[src/rtl/wlmp_pkg.sv]
`timescale 1ns / 1ps
`default_nettype none

package wlmp_pkg;

    // Field widths of the transaction payloads
    localparam int CMD_W   = 2;
    localparam int IDX_W   = 6;
    localparam int WL_W    = 15;
    localparam int POS_W   = 32;
    localparam int SPEED_W = 16;
    localparam int BYTE_W  = 8;

    // Defaults for the top level parameters
    localparam int TABLE_DEPTH_DEF  = 64;
    localparam int WL_FRAC_BITS_DEF = 4;

    // Wavelength grid spacing in nm, kept as odd factor and power of two
    localparam int GRID_ODD       = 25;
    localparam int GRID_ODD_SHIFT = 1;
    localparam int GRID_NM        = GRID_ODD << GRID_ODD_SHIFT;

    // Quotient digit width of the grid step divider
    localparam int DIV_CHUNK = 8;

    // Command codes
    localparam logic [CMD_W-1:0] CMD_LOAD  = 2'd0;
    localparam logic [CMD_W-1:0] CMD_SETWL = 2'd1;
    localparam logic [CMD_W-1:0] CMD_SPEED = 2'd2;

    // Frame layout
    localparam int                FRAME_LEN  = 10;
    localparam logic [3:0]        LAST_BYTE  = 4'(FRAME_LEN - 1);
    localparam logic [BYTE_W-1:0] HDR_B0     = 8'h08;
    localparam logic [BYTE_W-1:0] HDR_B1     = 8'h0F;
    localparam logic [BYTE_W-1:0] HDR_B2     = 8'hF0;
    localparam logic [BYTE_W-1:0] HDR_B3     = 8'h24;
    localparam logic [BYTE_W-1:0] OP_POSITION = 8'h9E;
    localparam logic [BYTE_W-1:0] OP_SPEED    = 8'hA0;

    // Sequencer states
    typedef enum logic [3:0] {
        ST_IDLE,
        ST_GDIV,
        ST_GRID,
        ST_SCAN,
        ST_MULA,
        ST_MULB,
        ST_ADD,
        ST_ABS,
        ST_QDIV,
        ST_FIX,
        ST_EMIT
    } wlmp_state_t;

    // Control of the shared divider
    typedef struct packed {
        logic load;
        logic step;
    } wlmp_div_ctrl_t;

endpackage

`default_nettype wire

[src/rtl/wavelength_to_motor_position_frame_top.sv]
`timescale 1ns / 1ps
`default_nettype none

// Wavelength to motor position frame builder. Three commands arrive as input
// transactions: a load writes one calibration entry (wavelength, position) into
// the table and produces no output; a set-speed emits a 10-byte speed frame; a
// set-wavelength finds the 50 nm grid points around the target (last matching
// table entry wins), interpolates linearly with truncation toward zero and
// emits a 10-byte position frame, one byte per output transaction, with
// not_found set on every byte if a needed grid point was missing (it counts
// as position 0). The block takes one command at a time and is not ready
// until the frame's last byte has been taken. A load leaves the block ready;
// a speed command goes straight to its bytes. A set-wavelength passes the
// accept, 5 divider steps for the target modulo the grid step, the grid
// points and the table scan, then the 10 bytes when the target lies on the
// grid; between grid points it adds two multiplies, the add, the sign split,
// 5 more divider steps and the fix-up before the bytes. The table scan reads
// one entry per cycle through the table memory's read port; the shared divider
// by the grid step handles one 8-bit digit per cycle. Only table slots 0 to
// min(TABLE_DEPTH,64)-1 can be loaded; valid bits clear at reset.
module wavelength_to_motor_position_frame_top import wlmp_pkg::*; #(
    parameter int TABLE_DEPTH  = TABLE_DEPTH_DEF,
    parameter int WL_FRAC_BITS = WL_FRAC_BITS_DEF
) (
    input  wire logic                      clk,
    input  wire logic                      rst_n,
    input  wire logic                      in_valid,
    output logic                           in_ready,
    input  wire logic [CMD_W-1:0]          cmd,
    input  wire logic [IDX_W-1:0]          entry_index,
    input  wire logic [WL_W-1:0]           entry_wavelength,
    input  wire logic signed [POS_W-1:0]   entry_position,
    input  wire logic [WL_W-1:0]           target_wavelength,
    input  wire logic [SPEED_W-1:0]        speed_value,
    output logic                           out_valid,
    input  wire logic                      out_ready,
    output logic [BYTE_W-1:0]              frame_byte,
    output logic                           frame_last,
    output logic                           not_found
);

    // Derived sizes
    localparam int EFF_DEPTH = (TABLE_DEPTH < (1 << IDX_W)) ? TABLE_DEPTH : (1 << IDX_W);
    localparam int ADDR_W    = $clog2(EFF_DEPTH);
    localparam int GRID_STEP = GRID_NM << WL_FRAC_BITS;
    localparam int G_W       = $clog2(GRID_STEP + 1);
    localparam int NUM_W     = POS_W + G_W + 2;
    localparam int MAG_W     = NUM_W - 1;
    localparam int CNT_W     = $clog2(MAG_W + 1);
    localparam int ENT_W     = WL_W + POS_W;
    localparam int EWL_W     = WL_W + 1;
    localparam int DIV_SHIFT = WL_FRAC_BITS + GRID_ODD_SHIFT;
    localparam int DIV_STEPS = (MAG_W - DIV_SHIFT + DIV_CHUNK - 1) / DIV_CHUNK;

    localparam logic [EWL_W-1:0] GRID_X    = EWL_W'(GRID_STEP);
    localparam logic [G_W:0]     GRID_MUL  = (G_W + 1)'(GRID_STEP);
    localparam logic [ADDR_W:0]  DEPTH_X   = (ADDR_W + 1)'(EFF_DEPTH);
    localparam logic [IDX_W:0]   DEPTH_IDX = (IDX_W + 1)'(EFF_DEPTH);

    // Control state
    wlmp_state_t          state_reg, state_next;
    logic [CNT_W-1:0]     step_cnt_reg, step_cnt_next;
    logic [ADDR_W:0]      scan_cnt_reg, scan_cnt_next;
    logic                 rd_pend_reg, rd_pend_next;
    logic [ADDR_W-1:0]    rd_idx_reg, rd_idx_next;
    logic [3:0]           byte_cnt_reg, byte_cnt_next;
    logic [EFF_DEPTH-1:0] valid_reg, valid_next;

    // Datapath
    logic [WL_W-1:0]           t_reg, t_next;
    logic [G_W-1:0]            rem_reg, rem_next;
    logic [EWL_W-1:0]          wf_reg, wf_next;
    logic [EWL_W-1:0]          ceil_reg, ceil_next;
    logic signed [POS_W-1:0]   pf_reg, pf_next;
    logic signed [POS_W-1:0]   pc_reg, pc_next;
    logic                      hit_f_reg, hit_f_next;
    logic                      hit_c_reg, hit_c_next;
    logic signed [POS_W:0]     diff_reg, diff_next;
    logic signed [NUM_W-1:0]   prod_reg, prod_next;
    logic signed [NUM_W-1:0]   acc_reg, acc_next;
    logic signed [NUM_W-1:0]   num_reg, num_next;
    logic                      neg_reg, neg_next;
    logic [POS_W-1:0]          word_reg, word_next;
    logic                      spd_reg, spd_next;
    logic                      nf_reg, nf_next;
    logic [BYTE_W-1:0]         sum_reg, sum_next;

    // Shared multiplier operands
    logic signed [POS_W:0]     mul_a;
    logic signed [G_W:0]       mul_b;
    logic signed [NUM_W-1:0]   mul_p;

    // Table memory and divider hookup
    logic                      mem_we;
    logic [ADDR_W-1:0]         mem_raddr;
    logic [ENT_W-1:0]          mem_rdata;
    logic [WL_W-1:0]           rd_wl;
    logic signed [POS_W-1:0]   rd_pos;
    wlmp_div_ctrl_t            div_ctrl;
    logic [MAG_W-1:0]          div_dividend;
    logic [MAG_W-1:0]          div_quo;
    logic [G_W-1:0]            div_rem;

    logic                      scan_issue;
    logic                      rd_valid;
    logic [NUM_W-1:0]          num_abs;
    logic                      ovf_pos;
    logic                      ovf_neg;
    logic [EWL_W-1:0]          wf_calc;

    wlmp_ram #(
        .WIDTH (ENT_W),
        .DEPTH (EFF_DEPTH)
    ) u_table (
        .clk   (clk),
        .we    (mem_we),
        .waddr (entry_index[ADDR_W-1:0]),
        .wdata ({entry_wavelength, entry_position}),
        .raddr (mem_raddr),
        .rdata (mem_rdata)
    );

    wlmp_div #(
        .MAG_W (MAG_W),
        .ODD   (GRID_ODD),
        .SHIFT (DIV_SHIFT)
    ) u_div (
        .clk       (clk),
        .ctrl      (div_ctrl),
        .dividend  (div_dividend),
        .quotient  (div_quo),
        .remainder (div_rem)
    );

    assign rd_wl      = mem_rdata[POS_W +: WL_W];
    assign rd_pos     = signed'(mem_rdata[POS_W-1:0]);
    assign rd_valid   = rd_pend_reg && valid_reg[rd_idx_reg];
    assign scan_issue = (state_reg == ST_SCAN) && (scan_cnt_reg < DEPTH_X);
    assign mem_raddr  = scan_cnt_reg[ADDR_W-1:0];
    assign mul_p      = mul_a * mul_b;
    assign num_abs    = num_reg[NUM_W-1] ? NUM_W'(-num_reg) : NUM_W'(num_reg);
    assign wf_calc    = EWL_W'(t_reg) - EWL_W'(div_rem);

    // Saturation of the signed quotient to 32 bits
    assign ovf_pos = !neg_reg && ((|div_quo[MAG_W-1:POS_W]) || div_quo[POS_W-1]);
    assign ovf_neg = neg_reg && ((|div_quo[MAG_W-1:POS_W])
                     || (div_quo[POS_W-1] && (|div_quo[POS_W-2:0])));

    // Handshake and output bytes
    assign in_ready   = (state_reg == ST_IDLE);
    assign out_valid  = (state_reg == ST_EMIT);
    assign frame_last = (byte_cnt_reg == LAST_BYTE);
    assign not_found  = nf_reg;

    always_comb
    begin
        case (byte_cnt_reg)
            4'd0:    frame_byte = HDR_B0;
            4'd1:    frame_byte = HDR_B1;
            4'd2:    frame_byte = HDR_B2;
            4'd3:    frame_byte = HDR_B3;
            4'd4:    frame_byte = spd_reg ? OP_SPEED : OP_POSITION;
            4'd5:    frame_byte = word_reg[15:8];
            4'd6:    frame_byte = word_reg[7:0];
            4'd7:    frame_byte = word_reg[31:24];
            4'd8:    frame_byte = word_reg[23:16];
            default: frame_byte = sum_reg;
        endcase
    end

    // Sequencer: next state and datapath control
    always_comb
    begin
        state_next    = state_reg;
        step_cnt_next = step_cnt_reg;
        scan_cnt_next = scan_cnt_reg;
        rd_pend_next  = scan_issue;
        rd_idx_next   = mem_raddr;
        byte_cnt_next = byte_cnt_reg;
        valid_next    = valid_reg;
        t_next        = t_reg;
        rem_next      = rem_reg;
        wf_next       = wf_reg;
        ceil_next     = ceil_reg;
        pf_next       = pf_reg;
        pc_next       = pc_reg;
        hit_f_next    = hit_f_reg;
        hit_c_next    = hit_c_reg;
        diff_next     = diff_reg;
        prod_next     = prod_reg;
        acc_next      = acc_reg;
        num_next      = num_reg;
        neg_next      = neg_reg;
        word_next     = word_reg;
        spd_next      = spd_reg;
        nf_next       = nf_reg;
        sum_next      = sum_reg;
        mem_we        = 1'b0;
        div_ctrl      = '0;
        div_dividend  = MAG_W'(target_wavelength);
        mul_a         = {pf_reg[POS_W-1], pf_reg};
        mul_b         = GRID_MUL;

        case (state_reg)
            ST_IDLE:
            begin
                if (in_valid)
                begin
                    if (cmd == CMD_LOAD)
                    begin
                        if ({1'b0, entry_index} < DEPTH_IDX)
                        begin
                            mem_we = 1'b1;
                            valid_next[entry_index[ADDR_W-1:0]] = 1'b1;
                        end
                    end
                    else if (cmd == CMD_SETWL)
                    begin
                        t_next        = target_wavelength;
                        div_ctrl.load = 1'b1;
                        step_cnt_next = CNT_W'(DIV_STEPS - 1);
                        state_next    = ST_GDIV;
                    end
                    else if (cmd == CMD_SPEED)
                    begin
                        word_next     = {speed_value, 16'h0000};
                        spd_next      = 1'b1;
                        nf_next       = 1'b0;
                        byte_cnt_next = '0;
                        sum_next      = '0;
                        state_next    = ST_EMIT;
                    end
                end
            end

            // Target modulo grid step
            ST_GDIV:
            begin
                div_ctrl.step = 1'b1;
                step_cnt_next = step_cnt_reg - 1'b1;
                if (step_cnt_reg == '0)
                begin
                    state_next = ST_GRID;
                end
            end

            // Floor and ceiling grid points
            ST_GRID:
            begin
                rem_next      = div_rem;
                wf_next       = wf_calc;
                ceil_next     = wf_calc + GRID_X;
                scan_cnt_next = '0;
                pf_next       = '0;
                pc_next       = '0;
                hit_f_next    = 1'b0;
                hit_c_next    = 1'b0;
                state_next    = ST_SCAN;
            end

            // One table entry per cycle; later matches overwrite earlier ones
            ST_SCAN:
            begin
                if (scan_issue)
                begin
                    scan_cnt_next = scan_cnt_reg + 1'b1;
                end
                if (rd_valid && ({1'b0, rd_wl} == wf_reg))
                begin
                    pf_next    = rd_pos;
                    hit_f_next = 1'b1;
                end
                if (rd_valid && ({1'b0, rd_wl} == ceil_reg))
                begin
                    pc_next    = rd_pos;
                    hit_c_next = 1'b1;
                end
                if (!scan_issue && !rd_pend_reg)
                begin
                    spd_next      = 1'b0;
                    byte_cnt_next = '0;
                    sum_next      = '0;
                    if (rem_reg == '0)
                    begin
                        nf_next    = !hit_f_reg;
                        word_next  = pf_reg;
                        state_next = ST_EMIT;
                    end
                    else
                    begin
                        nf_next    = !hit_f_reg || !hit_c_reg;
                        state_next = ST_MULA;
                    end
                end
            end

            // pf * G, and the slope pc - pf
            ST_MULA:
            begin
                prod_next  = mul_p;
                diff_next  = {pc_reg[POS_W-1], pc_reg} - {pf_reg[POS_W-1], pf_reg};
                state_next = ST_MULB;
            end

            // rem * (pc - pf)
            ST_MULB:
            begin
                mul_a      = diff_reg;
                mul_b      = {1'b0, rem_reg};
                acc_next   = prod_reg;
                prod_next  = mul_p;
                state_next = ST_ADD;
            end

            ST_ADD:
            begin
                num_next   = acc_reg + prod_reg;
                state_next = ST_ABS;
            end

            // Divide the magnitude, fix the sign afterwards
            ST_ABS:
            begin
                neg_next      = num_reg[NUM_W-1];
                div_dividend  = num_abs[MAG_W-1:0];
                div_ctrl.load = 1'b1;
                step_cnt_next = CNT_W'(DIV_STEPS - 1);
                state_next    = ST_QDIV;
            end

            ST_QDIV:
            begin
                div_ctrl.step = 1'b1;
                step_cnt_next = step_cnt_reg - 1'b1;
                if (step_cnt_reg == '0)
                begin
                    state_next = ST_FIX;
                end
            end

            ST_FIX:
            begin
                if (ovf_pos)
                begin
                    word_next = {1'b0, {(POS_W - 1){1'b1}}};
                end
                else if (ovf_neg)
                begin
                    word_next = {1'b1, {(POS_W - 1){1'b0}}};
                end
                else if (neg_reg)
                begin
                    word_next = -div_quo[POS_W-1:0];
                end
                else
                begin
                    word_next = div_quo[POS_W-1:0];
                end
                state_next = ST_EMIT;
            end

            // One byte per output transaction, checksum accumulates
            ST_EMIT:
            begin
                if (out_ready)
                begin
                    sum_next      = sum_reg + frame_byte;
                    byte_cnt_next = byte_cnt_reg + 1'b1;
                    if (byte_cnt_reg == LAST_BYTE)
                    begin
                        state_next = ST_IDLE;
                    end
                end
            end

            default:
            begin
                state_next = ST_IDLE;
            end
        endcase
    end

    // Control registers
    always_ff @(posedge clk or negedge rst_n)
    begin
        if (!rst_n)
        begin
            state_reg    <= ST_IDLE;
            step_cnt_reg <= '0;
            scan_cnt_reg <= '0;
            rd_pend_reg  <= 1'b0;
            rd_idx_reg   <= '0;
            byte_cnt_reg <= '0;
            valid_reg    <= '0;
        end
        else
        begin
            state_reg    <= state_next;
            step_cnt_reg <= step_cnt_next;
            scan_cnt_reg <= scan_cnt_next;
            rd_pend_reg  <= rd_pend_next;
            rd_idx_reg   <= rd_idx_next;
            byte_cnt_reg <= byte_cnt_next;
            valid_reg    <= valid_next;
        end
    end

    // Datapath registers
    always_ff @(posedge clk)
    begin
        t_reg     <= t_next;
        rem_reg   <= rem_next;
        wf_reg    <= wf_next;
        ceil_reg  <= ceil_next;
        pf_reg    <= pf_next;
        pc_reg    <= pc_next;
        hit_f_reg <= hit_f_next;
        hit_c_reg <= hit_c_next;
        diff_reg  <= diff_next;
        prod_reg  <= prod_next;
        acc_reg   <= acc_next;
        num_reg   <= num_next;
        neg_reg   <= neg_next;
        word_reg  <= word_next;
        spd_reg   <= spd_next;
        nf_reg    <= nf_next;
        sum_reg   <= sum_next;
    end

    // Checks
    a_last_returns_idle: assert property (@(posedge clk) disable iff (!rst_n)
        out_valid && out_ready && frame_last |=> in_ready)
        else $error("block not idle after the last frame byte");

    a_load_silent: assert property (@(posedge clk) disable iff (!rst_n)
        in_valid && in_ready && (cmd == CMD_LOAD) |=> in_ready && !out_valid)
        else $error("table load produced output or stalled");

    a_speed_frame: assert property (@(posedge clk) disable iff (!rst_n)
        in_valid && in_ready && (cmd == CMD_SPEED) |=> out_valid && !not_found && !frame_last)
        else $error("speed frame did not start cleanly");

    a_byte_range: assert property (@(posedge clk) disable iff (!rst_n)
        out_valid |-> byte_cnt_reg <= LAST_BYTE)
        else $error("frame byte counter out of range");

endmodule

`default_nettype wire

[src/rtl/wlmp_ram.sv]
`timescale 1ns / 1ps
`default_nettype none

module wlmp_ram #(
    parameter int WIDTH = 8,
    parameter int DEPTH = 64
) (
    input  wire logic                     clk,
    input  wire logic                     we,
    input  wire logic [$clog2(DEPTH)-1:0] waddr,
    input  wire logic [WIDTH-1:0]         wdata,
    input  wire logic [$clog2(DEPTH)-1:0] raddr,
    output logic      [WIDTH-1:0]         rdata
);

    logic [WIDTH-1:0] mem [DEPTH];
    logic [WIDTH-1:0] rdata_reg;

    // One write port, one registered read port
    always_ff @(posedge clk)
    begin
        if (we)
        begin
            mem[waddr] <= wdata;
        end
        rdata_reg <= mem[raddr];
    end

    assign rdata = rdata_reg;

endmodule

`default_nettype wire

[src/rtl/wlmp_div.sv]
`timescale 1ns / 1ps
`default_nettype none

// Divider by the constant ODD << SHIFT. The low SHIFT bits go straight to the
// remainder; the rest is divided by ODD one DIV_CHUNK-bit digit per step, each
// digit found by a reciprocal multiply on the partial remainder and the top chunk.
module wlmp_div import wlmp_pkg::*; #(
    parameter int MAG_W = 43,
    parameter int ODD   = 25,
    parameter int SHIFT = 5
) (
    input  wire logic                        clk,
    input  wire wlmp_div_ctrl_t              ctrl,
    input  wire logic [MAG_W-1:0]            dividend,
    output logic      [MAG_W-1:0]            quotient,
    output logic      [$clog2(ODD)+SHIFT-1:0] remainder
);

    localparam int CH_W  = DIV_CHUNK;
    localparam int ODD_W = $clog2(ODD);
    localparam int HI_W  = MAG_W - SHIFT;
    localparam int N_CH  = (HI_W + CH_W - 1) / CH_W;
    localparam int PAD_W = N_CH * CH_W;
    localparam int V_W   = ODD_W + CH_W;
    localparam int RCP_S = V_W + ODD_W;
    localparam longint RCP = ((longint'(1) << RCP_S) + ODD - 1) / ODD;
    localparam int RCP_W = RCP_S - ODD_W + 1;
    localparam int PR_W  = V_W + RCP_W;

    localparam logic [RCP_W-1:0] RCP_X = RCP_W'(RCP);
    localparam logic [ODD_W-1:0] ODD_X = ODD_W'(ODD);

    logic [SHIFT-1:0] low_reg, low_next;
    logic [PAD_W-1:0] hi_reg, hi_next;
    logic [PAD_W-1:0] quo_reg, quo_next;
    logic [ODD_W-1:0] rem_reg, rem_next;
    logic [V_W-1:0]   part;
    logic [PR_W-1:0]  prod;
    logic [CH_W-1:0]  digit;
    logic [V_W-1:0]   back;

    // Next digit: partial remainder and top chunk times the reciprocal
    always_comb
    begin
        part     = {rem_reg, hi_reg[PAD_W-1 -: CH_W]};
        prod     = PR_W'(part) * PR_W'(RCP_X);
        digit    = prod[RCP_S +: CH_W];
        back     = V_W'(digit) * V_W'(ODD_X);
        low_next = low_reg;
        hi_next  = hi_reg;
        quo_next = quo_reg;
        rem_next = rem_reg;
        if (ctrl.load)
        begin
            low_next = dividend[SHIFT-1:0];
            hi_next  = PAD_W'(dividend[MAG_W-1:SHIFT]);
            quo_next = '0;
            rem_next = '0;
        end
        else if (ctrl.step)
        begin
            hi_next  = hi_reg << CH_W;
            quo_next = {quo_reg[PAD_W-CH_W-1:0], digit};
            rem_next = ODD_W'(part - back);
        end
    end

    always_ff @(posedge clk)
    begin
        low_reg <= low_next;
        hi_reg  <= hi_next;
        quo_reg <= quo_next;
        rem_reg <= rem_next;
    end

    assign quotient  = MAG_W'(quo_reg);
    assign remainder = {rem_reg, low_reg};

endmodule

`default_nettype wire

[config.mk]
export PLATFORM = sky130hd
export DESIGN_NAME = wavelength_to_motor_position_frame_top
export DESIGN_NICKNAME = d
export VERILOG_FILES = /design/src/rtl/wlmp_pkg.sv /design/src/rtl/wavelength_to_motor_position_frame_top.sv /design/src/rtl/wlmp_ram.sv /design/src/rtl/wlmp_div.sv
export SDC_FILE = /design/constraint.sdc
export NUM_CORES = 2
export LEC_CHECK = 0
export BUFFER_PORTS_ARGS = -buffer_cell sky130_fd_sc_hd__buf_2
export CORE_MARGIN = 1
export CORE_UTILIZATION = 60
export DETAILED_ROUTE_END_ITERATION = 8
export GPL_ROUTABILITY_DRIVEN = 1
export PLACE_DENSITY = 0.87
export RECOVER_POWER = 100
export SYNTH_ARGS = -nofsm -noshare
export SYNTH_HDL_FRONTEND = slang
export SYNTH_SLANG_ARGS = --single-unit
[constraint.sdc]
create_clock -name clk -period 15.1 [get_ports clk]
set_input_delay 3.02 -clock clk [delete_from_list [all_inputs] [get_ports clk]]
set_output_delay 3.02 -clock clk [all_outputs]
set_load 0.03 [all_outputs]
==> flow_metrics.env <==
export IMPL_ys_types=73
export IMPL_num_vias=89880
export IMPL_clockBufferDepth=4
export IMPL_ys_seq_area_frac=0.6835
export IMPL_insertion_delay_ns=0.97
export IMPL_start_kind="flip-flop"
export IMPL_relSlewSlack=-6.091
export IMPL_intPower_w=0.01574
export IMPL_die_h_um=509.4
export IMPL_cts_sinks=3563
export IMPL_first_pass_iters=8
export IMPL_rsz0062_at_grt="no"
export IMPL_largest_reg_flops=3008
export IMPL_arrival_ns=13.51
export IMPL_worstPathRequired_ns=15.84
export IMPL_drc=0
export IMPL_seq_power_share=0.541
export IMPL_crit_family="buffers and inverters"
export IMPL_wl_um=495500
export IMPL_ys_flop_type="edfxtp_1"
export IMPL_core_area_um2=255100
export IMPL_fin_skew_ns=0.1296
export IMPL_cts_htree_levels=5
export IMPL_p_sw_frac=0.2113
export IMPL_synth_area_leader_cell="edfxtp_1"
export IMPL_worstMarginPinSlew_ns=10.64
export IMPL_fin_crit_ns=12.77
export IMPL_initial_core_util=0.6057
export IMPL_cp_max_fo=153
export IMPL_r2r_start="scan_cnt_reg[1]$_DFFE_PN0P_"
export IMPL_antenna_found_initial=50
export IMPL_drive_gt1_frac=0.1926
export IMPL_tns_ns=0
export IMPL_post_synth_top_count_cell="edfxtp_1"
export IMPL_cts_tree="done"
export IMPL_syn_nets=8943
export IMPL_crit_slowest_cell="clkbuf_1"
export IMPL_startpoint="scan_cnt_reg[1]$_DFFE_PN0P_"
export IMPL_setup_viol=0
export IMPL_die_area_um2=259500
export IMPL_r2r_worst_path_cells=6
export IMPL_async_reset_ff_frac=0.02582
export IMPL_ctsHoldBuffers=0
export IMPL_drt_iter0_markers=16260
export IMPL_failed_checks="capacitance limit, slew limit"
export IMPL_postRouteAntennaNets=0
export IMPL_die_x_um=509.4
export IMPL_r2r_end="u_table.rdata[15]$_DFF_P_"
export IMPL_combPwrFrac=0.007
export IMPL_cts_resized=0
export IMPL_grt_pass1_wl_um=688700
export IMPL_numCtsBuffers=350
export IMPL_crit_buf_inv=3
export IMPL_place_hpwl_um=257200
export IMPL_vdd_drop_max_v=0.0001157
export IMPL_end_kind="flip-flop"
export IMPL_grt_overflow=0
export IMPL_outcome="finished, violations left"
export IMPL_wire_per_inst_um=40.90
export IMPL_final_cell_count_no_fill=12120
export IMPL_cts_root_buf="clkbuf_16"
export IMPL_finalCritPeriodShare=0.8456
export IMPL_post_cts_setup_buffer_count=0
export IMPL_crit_end="u_table.rdata[15]$_DFF_P_"
export IMPL_gp_congestion=0.9281
export IMPL_io_pins=102
export IMPL_critical_path_class="flip-flop to flip-flop"
export IMPL_synth_area_leaders="edfxtp_1 (66%), mux4_2 (15%), fa_1 (4.4%), ha_1 (2.4%), dfrtp_1 (1.5%)"
export IMPL_slew_violations=7394
export IMPL_io_buffers=101
export IMPL_ys_ff_latch=3563
export IMPL_nNetsFinal=9157
export IMPL_rows=185
export IMPL_slowest_delay_ns=7.35
export IMPL_nFillCells=15210
export IMPL_fmax_ghz=0.07831
export IMPL_synthCells=8215
export IMPL_clk_pin_slew_ns=0.07
export IMPL_numPlacedInstances=11440
export IMPL_synth_commonest_cells="edfxtp_1 (3377), mux4_2 (1008), inv_1 (550)"
export IMPL_critical_path_depth=6
export IMPL_p_leak_nw=56.29
export IMPL_p_switching_w=0.004217
export IMPL_grt_pass1_vias=90000
export IMPL_synthToLayoutAreaGrowth_pct=9.973
export IMPL_synth_edff_count=3377
export IMPL_synth_warning_count=0
export IMPL_grt_use_total=0.3844
export IMPL_synth_area_per_cell_um2=18.81
export IMPL_min_path_type="flip-flop to flip-flop"
export IMPL_grt_max_degree=154
export IMPL_crit_chain="clkbuf_1 > buf_4 > buf_4 > mux4_2 > mux4_2 > mux4_2"
export IMPL_drv_cap=203
export IMPL_syn_area_um2=154500
export IMPL_hold_viol_final=0
export IMPL_crit_top_cell="mux4_2"
export IMPL_synth_top_area_frac=0.6564
export IMPL_clockPowerShare=0.452
export IMPL_viasPerCell=7.418
export IMPL_regToRegSetupSlack_ns=2.33
export IMPL_power_density_nw_per_um2=117.4
[cell families (layout without fill, tap and decap cells)]
family                     count (synthesis)  in the layout  share of synthesized area
DFF                                     3563           3563                     0.6835
buffers and inverters                    943           1446                    0.02293
other                                      0             32                          0
muxes                                   1017           1017                     0.1475
AOI/OAI and AO/OA                        754            754                    0.03054
adders and majority gates                638            638                    0.06829
xor gates and xnor gates                 266            266                    0.01508
and+or+nand+nor                         1034           1034                    0.03217
[power by group through the flow]
stage,logic [W],clock network [W],registers [W]
floorplan,0.00000442,0,0.0110
detailed placement,0.000140,0,0.0110
global route,0.000147,0.00933,0.0108
global placement,0.000121,0,0.0110
CTS,0.000145,0.00897,0.0108
finish,0.000144,0.00901,0.0108
[layout by cell type, fill, tap and decap left out, drive strengths merged, types with 145 or more instances in the layout]
master,n
clkbuf,639
fa,342
mux4,1008
o21ai,277
nand2,431
nor2,159
inv,565
ha,296
edfxtp,3377
a21oi,145
[through the flow]
step                hold slack [ns]  instance area (um2)  power, W  utilization  setup WS, ns
global placement             0.4320               159500   0.01112       0.6254         5.941
global route                 0.4611               169900   0.02027       0.6660         2.518
CTS                          0.4559               170900   0.01990       0.6698         5.467
finish                       0.4592               169900   0.01995       0.6661         2.331
floorplan                    0.3519               154500   0.01100            -         5.251
detailed placement           0.4452               159500   0.01114       0.6254         5.490
[final cells by class]
cell class / count / area, um2 / share of cell area
inverters: 551 / 2069 / 0.01218
clock buffers: 455 / 9449 / 0.05561
flip-flops and latches: 3563 / 105600 / 0.6215
repair buffers: 254 / 1214 / 0.007143
multi-input cells: 3709 / 45410 / 0.2673
diodes: 32 / 80.08 / 0.0004713
clock inverters: 186 / 1863 / 0.01097
well taps: 3366 / 4212 / 0.02479
[metal layers]
metal / share of wire / track usage / wire length (um) / vias to the layer above
met3: 0.14 / 0.1113 / 69680 / 2511
met4: 0.092 / 0.2779 / 45500 / 40
li1: - / - / - / 32720
met2: 0.46 / 0.5916 / 228000 / 9431
met5: 0.00061 / 0 / 302 / -
met1: 0.31 / 0.4696 / 152100 / 45180
[how the worst min path moves through the flow]
stage                              startpoint                              to  cells past startpoint
5_1_grt                prod_reg[14]$_DFFE_PP_           acc_reg[14]$_DFFE_PN_                      0
4_1_cts                prod_reg[10]$_DFFE_PP_           acc_reg[10]$_DFFE_PN_                      0
3_3_place_gp       u_div.low_reg[3]$_DFFE_PP_            rem_reg[3]$_DFFE_PP_                      0
2_1_floorplan     scan_cnt_reg[5]$_DFFE_PN0P_         rd_idx_reg[5]$_DFF_PN0_                      0
6_report       u_div.quo_reg[38]$_SDFFE_PP0N_  u_div.quo_reg[38]$_SDFFE_PP0N_                      2
3_5_place_dp       u_div.low_reg[2]$_DFFE_PP_            rem_reg[2]$_DFFE_PP_                      0
[worst register-to-register path, stage by stage (launching register included)]
cell      delay (ns)
dfrtp_4         0.87
clkbuf_1        7.38
buf_4           1.72
buf_4           0.97
mux4_2          0.51
mux4_2          0.57
mux4_2          0.63
No activity file was read; power rests on OpenSTA's default activity.
